--- src/sv/uef_pkg.sv ---
// ----------------------------------------------------------------------------
// uef_pkg
// Types, code point ranges and decode functions of the emoji filter.
// ----------------------------------------------------------------------------
`timescale 1ns / 1ps

package uef_pkg;

	typedef logic [7:0]  byte_t;
	typedef logic [20:0] cp_t;
	typedef logic [2:0]  count_t;
	typedef logic [1:0]  slot_t;

	localparam int unsigned NumRanges = 6;

	localparam cp_t DROP_LO [NumRanges] = '{
		21'h1F300, 21'h1F900, 21'h1F600, 21'h1F680, 21'h02600, 21'h02700
	};
	localparam cp_t DROP_HI [NumRanges] = '{
		21'h1F5FF, 21'h1F9FF, 21'h1F64F, 21'h1F6FF, 21'h026FF, 21'h027BF
	};

	// bytes of one character on their way to the output serializer
	typedef struct packed {
		byte_t [3:0] data;
		count_t      cnt;
		logic        empty;
		logic        text_end;
	} burst_t;

	function automatic count_t lead_len(input byte_t b);
		if (!b[7])
			return count_t'(1);
		else if (b[7:5] == 3'b110)
			return count_t'(2);
		else if (b[7:4] == 4'b1110)
			return count_t'(3);
		else
			return count_t'(4);
	endfunction

	function automatic logic is_cont(input byte_t b);
		return b[7:6] == 2'b10;
	endfunction

	function automatic cp_t decode(input byte_t [3:0] b);
		if (!b[0][7])
			return {13'd0, b[0]};
		else if (b[0][7:5] == 3'b110 && is_cont(b[1]))
			return {10'd0, b[0][4:0], b[1][5:0]};
		else if (b[0][7:4] == 4'b1110 && is_cont(b[1]) && is_cont(b[2]))
			return {4'd0, b[0][4:0], b[1][5:0], b[2][5:0]};
		else
			return {b[0][2:0], b[1][5:0], b[2][5:0], b[3][5:0]};
	endfunction

	function automatic logic in_drop(input cp_t c);
		logic hit;
		hit = 1'b0;
		for (int i = 0; i < NumRanges; i++) begin
			if (c >= DROP_LO[i] && c <= DROP_HI[i])
				hit = 1'b1;
		end
		return hit;
	endfunction

endpackage

--- src/sv/uef_gather.sv ---
// ----------------------------------------------------------------------------
// uef_gather
// Input register, character assembly, decode and range test.
// ----------------------------------------------------------------------------
`timescale 1ns / 1ps

module uef_gather import uef_pkg::*; (
	input  logic   clk,
	input  logic   arst_n,
	input  byte_t  in_byte,
	input  logic   end_of_text,
	input  logic   in_valid,
	output logic   in_stall,
	output burst_t burst,
	output logic   burst_load,
	input  logic   burst_free
);

	byte_t       byte_s1;
	logic        end_s1;
	logic        valid_s1;
	byte_t [3:0] held_q;
	slot_t       cnt_q;
	count_t      len_q;

	count_t      len_c;
	count_t      new_cnt;
	byte_t [3:0] merged;
	byte_t [3:0] masked;
	logic        complete;
	logic        done;
	logic        keep;
	count_t      nkeep;
	logic        need_slot;
	logic        go;

	always_comb begin
		len_c   = (cnt_q == '0) ? lead_len(byte_s1) : len_q;
		new_cnt = {1'b0, cnt_q} + count_t'(1);
		for (int i = 0; i < 4; i++) begin
			merged[i] = (slot_t'(i) == cnt_q) ? byte_s1 : held_q[i];
			masked[i] = (count_t'(i) < len_c) ? merged[i] : '0;
		end
		complete  = new_cnt >= len_c;
		done      = complete || end_s1;
		keep      = !complete || !in_drop(decode(masked));
		nkeep     = (done && keep) ? new_cnt : '0;
		need_slot = (nkeep != '0) || end_s1;
		go        = valid_s1 && (!need_slot || burst_free);
	end

	assign burst.data     = merged;
	assign burst.cnt      = (nkeep == '0) ? count_t'(1) : nkeep;
	assign burst.empty    = (nkeep == '0);
	assign burst.text_end = end_s1;
	assign burst_load     = go && need_slot;
	assign in_stall       = valid_s1 && !go;

	always_ff @(posedge clk or negedge arst_n) begin
		if (!arst_n) begin
			valid_s1 <= 1'b0;
			cnt_q    <= '0;
			len_q    <= '0;
		end else begin
			if (!in_stall)
				valid_s1 <= in_valid;
			if (go) begin
				cnt_q <= done ? slot_t'(0) : new_cnt[1:0];
				len_q <= done ? count_t'(0) : len_c;
			end
		end
	end

	// payload
	always_ff @(posedge clk) begin
		if (in_valid && !in_stall) begin
			byte_s1 <= in_byte;
			end_s1  <= end_of_text;
		end
		if (go)
			held_q[cnt_q] <= byte_s1;
	end

endmodule

--- src/sv/uef_burst.sv ---
// ----------------------------------------------------------------------------
// uef_burst
// Result register that sends the bytes of one character, one per transfer.
// ----------------------------------------------------------------------------
`timescale 1ns / 1ps

module uef_burst import uef_pkg::*; (
	input  logic   clk,
	input  logic   arst_n,
	input  burst_t burst,
	input  logic   burst_load,
	output logic   burst_free,
	output byte_t  out_byte,
	output logic   byte_valid,
	output logic   text_end,
	output logic   last_of_run,
	output logic   out_valid,
	input  logic   out_stall
);

	byte_t [3:0] data_q;
	count_t      rem_q;
	slot_t       idx_q;
	logic        empty_q;
	logic        end_q;
	logic        last;

	assign last        = (rem_q == count_t'(1));
	assign out_valid   = (rem_q != '0);
	assign burst_free  = (rem_q == '0) || (last && !out_stall);
	assign out_byte    = empty_q ? '0 : data_q[idx_q];
	assign byte_valid  = !empty_q;
	assign last_of_run = last;
	assign text_end    = end_q && last;

	always_ff @(posedge clk or negedge arst_n) begin
		if (!arst_n) begin
			rem_q   <= '0;
			idx_q   <= '0;
			empty_q <= 1'b0;
			end_q   <= 1'b0;
		end else if (burst_load) begin
			rem_q   <= burst.cnt;
			idx_q   <= '0;
			empty_q <= burst.empty;
			end_q   <= burst.text_end;
		end else if (out_valid && !out_stall) begin
			rem_q <= rem_q - count_t'(1);
			idx_q <= idx_q + slot_t'(1);
		end
	end

	always_ff @(posedge clk) begin
		if (burst_load)
			data_q <= burst.data;
	end

endmodule

--- src/sv/utf8_emoji_filter.sv ---
// ----------------------------------------------------------------------------
// utf8_emoji_filter
// Byte-serial UTF-8 filter that drops characters in emoji and symbol ranges.
// ----------------------------------------------------------------------------
// channel  direction  handshake           payload
// in       sink       in_valid/in_stall   in_byte, end_of_text
// out      source     out_valid/out_stall out_byte, byte_valid, text_end,
//                                         last_of_run
//
// one input byte per cycle unless in_stall; results reach the output through the
// input register and then the result register; a completed character yields up to
// four results, one per cycle from the result register unless out_stall; input
// stalls only when a kept character or a text end needs the result register before the previous one has left it
// arst_n clears all control state; held bytes carry no reset
// ----------------------------------------------------------------------------
`timescale 1ns / 1ps

module utf8_emoji_filter import uef_pkg::*; (
	input  logic  clk,
	input  logic  arst_n,
	input  byte_t in_byte,
	input  logic  end_of_text,
	input  logic  in_valid,
	output logic  in_stall,
	output byte_t out_byte,
	output logic  byte_valid,
	output logic  text_end,
	output logic  last_of_run,
	output logic  out_valid,
	input  logic  out_stall
);

	burst_t burst;
	logic   burst_load;
	logic   burst_free;

	uef_gather u_gather (
		.clk        (clk),
		.arst_n     (arst_n),
		.in_byte    (in_byte),
		.end_of_text(end_of_text),
		.in_valid   (in_valid),
		.in_stall   (in_stall),
		.burst      (burst),
		.burst_load (burst_load),
		.burst_free (burst_free)
	);

	uef_burst u_burst (
		.clk        (clk),
		.arst_n     (arst_n),
		.burst      (burst),
		.burst_load (burst_load),
		.burst_free (burst_free),
		.out_byte   (out_byte),
		.byte_valid (byte_valid),
		.text_end   (text_end),
		.last_of_run(last_of_run),
		.out_valid  (out_valid),
		.out_stall  (out_stall)
	);

endmodule

--- config.mk ---
export PLATFORM = sky130hd
export DESIGN_NAME = utf8_emoji_filter
export DESIGN_NICKNAME = d
export VERILOG_FILES = /design/src/sv/uef_pkg.sv /design/src/sv/uef_gather.sv /design/src/sv/uef_burst.sv /design/src/sv/utf8_emoji_filter.sv
export SDC_FILE = /design/constraint.sdc
export NUM_CORES = 1
export LEC_CHECK = 0
export BUFFER_PORTS_ARGS = -buffer_cell sky130_fd_sc_hd__buf_2
export CORE_MARGIN = 2
export CORE_UTILIZATION = 40
export DETAILED_ROUTE_END_ITERATION = 7
export PLACE_DENSITY_LB_ADDON = 0.1
export SYNTH_ARGS = -nofsm -noshare
export SYNTH_HDL_FRONTEND = slang
export SYNTH_SLANG_ARGS = --single-unit
--- constraint.sdc ---
create_clock -name clk -period 3.8 [get_ports clk]
set_input_delay 0.38 -clock clk [delete_from_list [all_inputs] [get_ports clk]]
set_output_delay 0.38 -clock clk [all_outputs]
set_load 0.03 [all_outputs]
# Word level (Yosys, flattened, before mapping)
# Cells that the tools add are included.
# W data, S select, Z words.
totals:
  regBits: 86
  inputBits: 13
  wordCells: 121
classes:
  add_sub_neg: 3
  magnitude_cmp: 20
  n_eq_ne: 10
  muxes: 35
  reduce_logical: 36
op_table:
  columns: ["cell", "n"]
  rows:
  - ["$ge A21 B17 Y1 const B", 4]
  - ["$le A21 B17 Y1 const B", 4]
  - ["$mux W8", 10]
  - ["$mux W21", 3]
  - ["$ge A21 B14 Y1 const B", 2]
  - ["$le A21 B14 Y1 const B", 2]
  - ["$bwmux W32", 1]
  - ["$mux W3", 9]
  - ["$logic_and A1 B1 Y1", 18]
  - ["$bmux W8 S2", 1]
  - ["$demux W8 S2", 1]
  - ["$eq A4 B4 Y1 const B", 2]
  - ["$logic_not A1 Y1", 7]
  - ["$eq A3 B3 Y1 const B", 2]
  - ["$logic_not A3 Y1", 2]
  - ["$lt A1 B3 Y1 const A", 2]
  - ["$lt A2 B3 Y1 const A", 2]
  - ["$lt A2 B3 Y1 const B", 2]
  - ["$mux W1", 6]
  - ["$mux W2", 3]
  - ["$mux W6", 1]
  - ["$reduce_bool A3 Y1", 2]
  - ["$logic_or A1 B1 Y1", 5]
  - ["$eq A2 B2 Y1 const A", 2]
  - ["other kinds (10)", 11]

# Logic depth before layout (Yosys ltp)
# Gate-level depths: netlist of the first run.
depth:
  word_depth: 34
  depth_mapped: 18
  ltp_nobuf: 16

# By module
# From an unflattened synthesis of the first run, not the netlist that was laid out.
unflattened:
  cells_unflattened: 423
  area_unflattened_um2: 4954.8
modules_own_cells:
  columns: ["module", "instances", "cells_each", "area_each_um2", "seq_area_each_um2"]
  rows:
  - ["uef_gather", 1, 327, 3314.4, 1381.3]
  - ["uef_burst", 1, 96, 1640.3, 1136.1]

# Least setup slack after synthesis of the first run
# Ideal clock, no wire load.
synth_path:
  kind: "reg-to-reg"
  from: "register u_gather.cnt_q[0]"
  to: "register u_gather.byte_s1[0] (enable)"
  setup_time_ns: 0.345
  arrival_time_ns: 3.998
  required_ns: 3.455
  slack_ns: -0.543
  stages_incl_launch_ff: 13
  n_path_buf: 1
  synth_period_minus_slack_ns: 4.343
  cell_sequence: "dfrtp_1 ha_1 or3b_4 a211o_1 nor3_2 buf_4 and3_1 o221ai_1 or4_4 a31oi_2 a31oi_2 nor3b_1 nor2b_1"
synth_between:
  elab_chain_cells: 31
synth_lines:
  columns: ["element", "line", "rtl"]
  rows:
  - ["start, declared", "uef_gather.sv:23", "slot_t cnt_q;"]
  - ["start signal, assigned", "uef_gather.sv:68", "cnt_q <= done ? slot_t'(0) : new_cnt[1:0];"]
  - ["$logic_not A2 Y1", "uef_gather.sv:38, uef_gather.sv:41", null]
  - ["$mux W3", "uef_gather.sv:38", "len_c = (cnt_q == '0) ? lead_len(byte_s1) : len_q;"]
  - ["$lt A1 B3 Y1", "uef_gather.sv:42", "masked[i] = (count_t'(i) < len_c) ? merged[i] : '0;"]
  - ["$mux W8", "uef_gather.sv:42", null]
  - ["$eq A4 B4 Y1 / $eq A2 B2 Y1 (equally long branches)", "uef_pkg.sv:51, uef_pkg.sv:43", null]
  - ["$logic_and A1 B1 Y1 (2 in a row)", "uef_pkg.sv:51", "else if (b[0][7:4] == 4'b1110 && is_cont(b[1]) && is_cont(b[2]))"]
  - ["$mux W21", "uef_pkg.sv:51", null]
  - ["$mux W21", "uef_pkg.sv:49", "else if (b[0][7:5] == 3'b110 && is_cont(b[1]))"]
  - ["[... 15 more ...]", null, null]
  - ["$logic_not A1 Y1 *", "uef_gather.sv:49", "go = valid_s1 && (!need_slot || burst_free);"]
  - ["$logic_or A1 B1 Y1 *", "uef_gather.sv:49", null]
  - ["$logic_and A1 B1 Y1 *", "uef_gather.sv:49", null]
  - ["$logic_not A1 Y1 *", "uef_gather.sv:57", "assign in_stall = valid_s1 && !go;"]
  - ["$logic_and A1 B1 Y1 *", "uef_gather.sv:57", null]
  - ["net in_stall", "utf8_emoji_filter.sv:24", "output logic in_stall,"]
  - ["$logic_not A1 Y1 *", null, null]
  - ["$logic_and A1 B1 Y1 *", "uef_gather.sv:76", "if (in_valid && !in_stall) begin"]
  - ["end signal, assigned", "uef_gather.sv:77", "byte_s1 <= in_byte;"]
  - ["end, declared", "uef_gather.sv:19", "byte_t byte_s1;"]
# Mark *: on every way through the listed nets, which the timed path passes. The rest lies on a longest branch.
# A chain may end at the register's enable or synchronous reset.

# Worst setup path in the final report of the first run
layout_path:
  from: "register u_gather.cnt_q[0]"
  to: "output port in_stall"
layout_between:
  elab_chain_cells: 29
layout_lines:
  columns: ["element", "line", "rtl"]
  rows:
  - ["$logic_not A2 Y1", "uef_gather.sv:38, uef_gather.sv:41", null]
  - ["$mux W3", "uef_gather.sv:38", null]
  - ["$lt A1 B3 Y1", "uef_gather.sv:42", null]
  - ["$mux W8", "uef_gather.sv:42", null]
  - ["$eq A4 B4 Y1 / $eq A2 B2 Y1 (equally long branches)", "uef_pkg.sv:51, uef_pkg.sv:43", null]
  - ["$logic_and A1 B1 Y1 (2 in a row)", "uef_pkg.sv:51", null]
  - ["$mux W21", "uef_pkg.sv:51", null]
  - ["$mux W21", "uef_pkg.sv:49", null]
  - ["[... 12 more ...]", null, null]
  - ["$mux W3 *", "uef_gather.sv:47", "nkeep = (done && keep) ? new_cnt : '0;"]
  - ["$reduce_bool A3 Y1 *", "uef_gather.sv:48", "need_slot = (nkeep != '0) || end_s1;"]
  - ["$logic_or A1 B1 Y1 *", "uef_gather.sv:48", null]
  - ["$logic_not A1 Y1 *", "uef_gather.sv:49", null]
  - ["$logic_or A1 B1 Y1 *", "uef_gather.sv:49", null]
  - ["$logic_and A1 B1 Y1 *", "uef_gather.sv:49", null]
  - ["$logic_not A1 Y1 *", "uef_gather.sv:57", null]
  - ["$logic_and A1 B1 Y1 *", "uef_gather.sv:57", null]
  - ["end, declared", "utf8_emoji_filter.sv:24", null]
# Every way passes the cells marked *; elsewhere a longest branch is shown, timed or not.

==> impl_metrics.json, run 1 <==
{
  "firstDrtPassIters": 5,
  "fmax_mhz": 247,
  "worst_hold_path_type": "in -> reg",
  "timing.critical_path.to": "in_stall",
  "area_growth_pct": 42.7,
  "r2r_cells": 14,
  "gr-usage-met2_pct": 39.6,
  "pre_cts_ws_ns": -0.466,
  "design.core.area_um2": 12000,
  "synth_ff_type": "edfxtp_1",
  "ioPinCount": 26,
  "portBuffers": 25,
  "arrival_ns": 3.67,
  "fin_util_pct": 58.2,
  "overflow": 0,
  "num_rows": 40,
  "grt_pass1_wl_um": 24300,
  "die_area_um2": 13100,
  "period_share_pct": 107,
  "grt_pass1_vias": 4111,
  "syn_nets": 431,
  "drtIter0Drc": 316,
  "antenna_found_initial": 0,
  "track_usage_pct": 25.6,
  "cp_max_fo": 4,
  "synth.most_common_cell": "edfxtp_1",
  "r2r_start": "u_gather.cnt_q[0]",
  "peakVddDrop_v": 0.000464,
  "place_congestion": 0.919,
  "power.density_nw_per_um2": 958,
  "async_reset_ff_share_pct": 15.1,
  "synth.area.top_cells": "edfxtp_1 (45%), dfrtp_1 (6.7%), mux2_2 (6.0%)",
  "die_h_um": 114,
  "max_cap_viol_count": 0,
  "numPlacedInstances": 667,
  "nets": 576,
  "synth_commonest_cells": "edfxtp_1 (73), nand2_1 (30), mux2_2 (26), nor2_1 (25), inv_1 (20)",
  "clock_latency_ns": 0.34,
  "yosysTopAreaCellShare_pct": 44.9,
  "startpoint": "u_gather.cnt_q[0]",
  "gr-usage-met1_pct": 35.1,
  "totalWireLength_um": 15600,
  "grt_setup_unrepaired": "yes",
  "final_layout_size_suffix_gt1_share_pct": 48.9,
  "routed_via_density": 5.68,
  "die_x_um": 114,
  "failed_checks": "negative setup slack",
  "synthCells": 408,
  "hold_viol_final": 0,
  "cts_buffers": 9,
  "setup.worst_path.class": "reg -> out",
  "antenna_left": 0,
  "slew_headroom_pct": 54.6,
  "clk_pin_slew_worst_paths_ns": 0.06,
  "layout_min_cycle_time_ns": 4.05,
  "vias": 4003,
  "clock-sinks": 86,
  "clockRootBuffer": "clkbuf_16",
  "synth.ff_latch_count": 86,
  "reg2reg_slack_ns": -0.15,
  "worst_pin_slew_ns": 0.674,
  "start_util_pct": 40.8,
  "syn-cell-area_um2": 4880,
  "diodes": 0,
  "fin_cells": 705,
  "avgRoutedWirePerCell_um": 22.1,
  "fin_ws_ns": -0.251,
  "ys_warn_count": 0,
  "rr_endpoint": "u_gather.end_s1",
  "setup_viol": 47,
  "busiest_layer": "met2",
  "cts_max_level": 3,
  "outcome": "finished with violations",
  "synth_seq_area_share_pct": 51.6,
  "avgSynthCellArea_um2": 12.0,
  "yosysUniqueCellTypes": 70,
  "grt_use_met3_pct": 4.87,
  "critPathCaptureType": "primary output",
  "tns_ns": -5.06,
  "worstPathRequired_ns": 3.42,
  "cts_tree": "done",
  "drc": 0,
  "clockBufferDepth": 2,
  "finClkSkew_ns": 0.00700,
  "dp_hpwl_um": 11700,
  "grt_max_degree": 21,
  "leakagePower_uw": 0.00276,
  "synth_edf_count": 73,
  "slew_viol_final": 0,
  "worstSetupStartpointType": "register",
  "yosysTopAreaCell": "edfxtp_1"
}
metal layers:
layer  share of wire, %  wire [um]  vias to the layer above
li1                   -          -                     1871
met1                 46       7120                     1987
met2                 47       7290                      121
met3                4.6        712                       24
met4                3.0        468                        0
met5                  0          0                        -
per-stage QoR:
step | instance area (um^2) | hold WS [ns] | total power [uW]
finish | 6960 | 0.207 | 6670
global route | 6960 | 0.193 | 7030
CTS | 6790 | 0.196 | 6410
detailed placement | 5920 | 0.294 | 4870
global placement | 5920 | 0.289 | 4880
floorplan | 4890 | 0.0844 | 3490
worst min-delay path by stage:
stage                               end        from  cells past startpoint  slack [ns]
floorplan               u_burst.empty_q      arst_n                      0        0.08
global placement      u_gather.len_q[0]      arst_n                      1        0.29
detailed placement    u_gather.len_q[1]      arst_n                      1        0.29
CTS                 u_gather.byte_s1[1]  in_byte[1]                      1        0.20
global route        u_gather.byte_s1[7]  in_byte[7]                      1        0.19
finish              u_gather.byte_s1[5]  in_byte[5]                      1        0.21
final cells by class:
class	count	area [um^2]
Fill cell	990	5000
Multi-Input combinational cell	287	2630
Inverter	20	75.1
Timing Repair Buffer	149	1240
Clock buffer	11	233
Tap cell	147	184
Clock inverter	5	82.6
Sequential cell	86	2520
critical path: stages (launching register included):
cell	delay (ns)
dfrtp_1	0.42
ha_4	0.18
or3b_4	0.42
buf_6	0.14
a211oi_4	0.19
buf_6	0.16
nand3_4	0.12
nor3_4	0.27
o221ai_2	0.15
or4_4	0.47
a31oi_4	0.24
a31oi_4	0.14
nor3b_4	0.25
buf_6	0.17
cells by family after synthesis:
family          share of synthesized area (%)
compound gates                           13.2
xor+xnor                                0.359
fa+ha+maj                                2.56
buf+inv                                  3.33
flops                                    51.6
mux                                      12.9
simple gates                             16.1
flip-flops by register name (all words and copies together), names as in the netlist:
signal             count
u_burst.data_q        32
u_gather.held_q       32
u_gather.byte_s1       8
u_burst.rem_q          3
u_gather.len_q         3
u_burst.idx_q          2
u_gather.cnt_q         2
u_burst.empty_q        1
u_burst.end_q          1
u_gather.end_s1        1
u_gather.valid_s1      1
report_power, final:
| part | total, uW | leakage [uW] | internal (uW) | switching [uW] |
|---|---|---|---|---|
| clock network | 934 | 0.000154 | 578 | 355 |
| registers | 1700 | 0.000842 | 1500 | 204 |
| logic | 4030 | 0.00177 | 1920 | 2120 |
what timing repair did:
action                                  4_1_cts  5_1_grt
pin swaps                                    32        8
gates cloned                                  4        1
hold endpoints to repair                     13        0
gates resized for setup                      82       26
endpoints found under the setup margin       82       86
hold buffers                                  1        0
setup buffers                                11        6
cell usage in the layout, fill, tap and decap left out, drive strengths merged, types with 5 or more instances in the layout:
| cell | instances |
|---|---|
| o21ai | 12 |
| nor3 | 10 |
| dfrtp | 13 |
| nand2b | 9 |
| inv | 21 |
| o211ai | 5 |
| nand3 | 6 |
| a21oi | 16 |
| nor2 | 25 |
| clkbuf | 12 |
| mux2i | 8 |
| buf | 146 |
| mux2 | 31 |
| a31oi | 9 |
| and3 | 5 |
| o31ai | 7 |
| and2 | 16 |
| nand4 | 6 |
| mux4 | 8 |
| nand2 | 30 |
| edfxtp | 73 |
| ha | 10 |
Power figures use the tool's default switching activity.
==> run 2: changes to the inputs <==
--- a/config.mk
+++ b/config.mk
@@ -7,7 +7,7 @@
 export LEC_CHECK = 0
 export BUFFER_PORTS_ARGS = -buffer_cell sky130_fd_sc_hd__buf_2
 export CORE_MARGIN = 2
-export CORE_UTILIZATION = 40
+export CORE_UTILIZATION = 30
 export DETAILED_ROUTE_END_ITERATION = 7
 export PLACE_DENSITY_LB_ADDON = 0.1
 export SYNTH_ARGS = -nofsm -noshare
==> impl_metrics.json, run 2 (synthesized netlist as in run 1, its figures left out) <==
{
  "antenna_left": 0,
  "place_congestion": 0.999,
  "worst_pin_slew_ns": 0.625,
  "min_path_cells": 1,
  "power_frac_comb_pct": 60.1,
  "reg2reg_slack_ns": -0.14,
  "largestRegisters": "u_burst.data_q: 32 flops, u_gather.held_q: 32 flops, u_gather.byte_s1: 8 flops",
  "grt_pass1_vias": 3949,
  "peakVddDrop_v": 0.000306,
  "grt_setup_unrepaired": "yes",
  "clock-sinks": 86,
  "drc": 0,
  "layout_commonest_cell": "buf_4",
  "period_share_pct": 106,
  "switching_share_pct": 41.6,
  "ioPinCount": 26,
  "clockBufferDepth": 2,
  "max_cap_viol_count": 0,
  "cts_max_level": 3,
  "totalWireLength_um": 16400,
  "multi_input_area_um2": 2520,
  "hold_viol_final": 0,
  "fin_ws_ns": -0.245,
  "rr_endpoint": "u_gather.byte_s1[5]",
  "power.density_nw_per_um2": 925,
  "layout_min_cycle_time_ns": 4.04,
  "grt_pass1_wl_um": 24600,
  "fmax_mhz": 247,
  "die_x_um": 132,
  "pwr-share-seq_pct": 27.2,
  "grt_max_degree": 36,
  "clk_pin_slew_worst_paths_ns": 0.06,
  "cpPeakStageDelay_ns": 0.57,
  "num_rows": 46,
  "clock_latency_ns": 0.34,
  "failed_checks": "negative setup slack",
  "final_layout_size_suffix_gt1_share_pct": 45.6,
  "fin_cells": 773,
  "vias": 3942,
  "r2r_cells": 15,
  "hold_start": "in_byte[5]",
  "design.core.area_um2": 15900,
  "nets": 575,
  "firstDrtPassIters": 4,
  "die_h_um": 132,
  "clockRootBuffer": "clkbuf_16",
  "overflow": 0,
  "diodes": 0,
  "worstSetupStartpointType": "register",
  "fin_util_pct": 42.7,
  "cp_slowest_cell": "or4_4",
  "arrival_ns": 3.66,
  "critPathCaptureType": "primary output",
  "critical-path-top-delay-family": "simple AND/OR/NAND/NOR gates",
  "cp.buffers_inverters": 2,
  "fill_cells": 1533,
  "worst_hold_path_type": "in -> reg",
  "crit_chain": "ha_4 > or3b_4 > a211o_4 > nor3_4 > buf_6 > mux2i_1 > o21a_1 > or4_4 > a31oi_4 > a31oi_4 > nor3b_4 > buf_6",
  "die_area_um2": 17300,
  "outcome": "finished with violations",
  "mostFrequentLayoutCells": "buf_4 (113), edfxtp_1 (73), nand2_1 (30)",
  "numPlacedInstances": 744,
  "setup_viol": 48,
  "final-seq-area_um2": 2520,
  "p_clk_share_pct": 12.8,
  "start_util_pct": 30.7,
  "cp_max_fo": 5,
  "min_to": "u_gather.byte_s1[5]",
  "drtIter0Drc": 194,
  "r2r_start": "u_gather.cnt_q[0]",
  "cts_tree": "done",
  "routed_via_density": 5.10,
  "setup.worst_path.class": "reg -> out",
  "intPower_uw": 3670,
  "cts_buffers": 9,
  "portBuffers": 25,
  "antenna_found_initial": 0,
  "finClkSkew_ns": 0.0121,
  "slew_viol_final": 0,
  "area_growth_pct": 39.0,
  "leakagePower_uw": 0.00264,
  "worstPathRequired_ns": 3.42,
  "track_usage_pct": 19.1,
  "p_sw_uw": 2610,
  "avgRoutedWirePerCell_um": 21.2,
  "slew_headroom_pct": 58.0,
  "dp_hpwl_um": 12700
}
[run 2: cell count changes in the layout (fill, tap and decap cells not counted), sizes merged]
| cell | change |
|---|---|
| clkinvlp | +2 |
| clkbuf | +1 |
| bufbuf | -1 |
| inv | -1 |
| buf | -1 |
| bufinv | -2 |
| clkinv | +1 |
[run 2: layout make-up]
| type | instances | area share, % |
|---|---|---|
| well taps | 216 | 3.99 |
| inverters | 20 | 1.11 |
| flip-flops and latches | 86 | 37.1 |
| clock buffers | 11 | 3.43 |
| multi-input cells | 287 | 37.1 |
| clock inverters | 5 | 0.535 |
| repair buffers | 148 | 16.7 |
[run 2: through the flow]
step	worst slack (ns)	hold WS, ns	total power [uW]	area, um^2	setup TNS (ns)
global route	-0.365	0.205	6640	6780	-9.37
CTS	-0.232	0.197	6030	6560	-0.865
detailed placement	-0.390	0.297	4990	6050	-17.28
floorplan	-0.0473	0.0844	3490	4890	-0.426
global placement	-0.442	0.285	5000	6050	-23.50
finish	-0.245	0.213	6280	6780	-2.62
[run 2: worst max-delay path by stage]
stage	from	end	cells after the start
floorplan	u_gather.cnt_q[0]	u_gather.byte_s1[0]	12
global placement	u_gather.cnt_q[0]	u_gather.held_q[3]	16
detailed placement	u_gather.cnt_q[0]	u_gather.held_q[4]	16
finish	u_gather.cnt_q[0]	in_stall	12
global route	u_gather.cnt_q[0]	in_stall	14
CTS	u_gather.cnt_q[0]	in_stall	14
[run 2: timing repair]
item | 4_1_cts | 5_1_grt
endpoints found under the hold margin | 13 | 0
cloned | 2 | 2
endpoints found under the setup margin | 83 | 85
pin swaps | 17 | 3
gates resized for setup | 48 | 25
hold buffers | 1 | 0
buffers inserted | 4 | 4
[run 2: metal layers]
metal | vias to the layer above | part of all wire (%) | track usage, %
li1 | 1865 | - | -
met1 | 1976 | 46 | 26.0
met2 | 86 | 48 | 31.5
met3 | 15 | 3.9 | 2.89
met4 | 0 | 1.4 | 5.50
met5 | - | 0 | 0
[run 2: worst register-to-register path, cell delays in order, from the launching register on]
cell	delay [ns]
dfrtp_1	0.42
ha_4	0.18
or3b_4	0.43
a211o_4	0.36
buf_6	0.15
or4_4	0.43
a21oi_4	0.15
or2_4	0.15
nand3_2	0.07
o22a_1	0.25
o211a_4	0.27
a31oi_4	0.20
nor3b_4	0.07
buf_4	0.17
nor2b_4	0.19
clkbuf_16	0.18
[run 2: power groups by stage]
stage / combinational (uW) / sequential [uW] / clock (uW)
global placement: 3280 / 1720 / 0
floorplan: 1860 / 1630 / 0
CTS: 3500 / 1710 / 826
detailed placement: 3260 / 1730 / 0
global route: 4030 / 1750 / 870
finish: 3770 / 1700 / 801
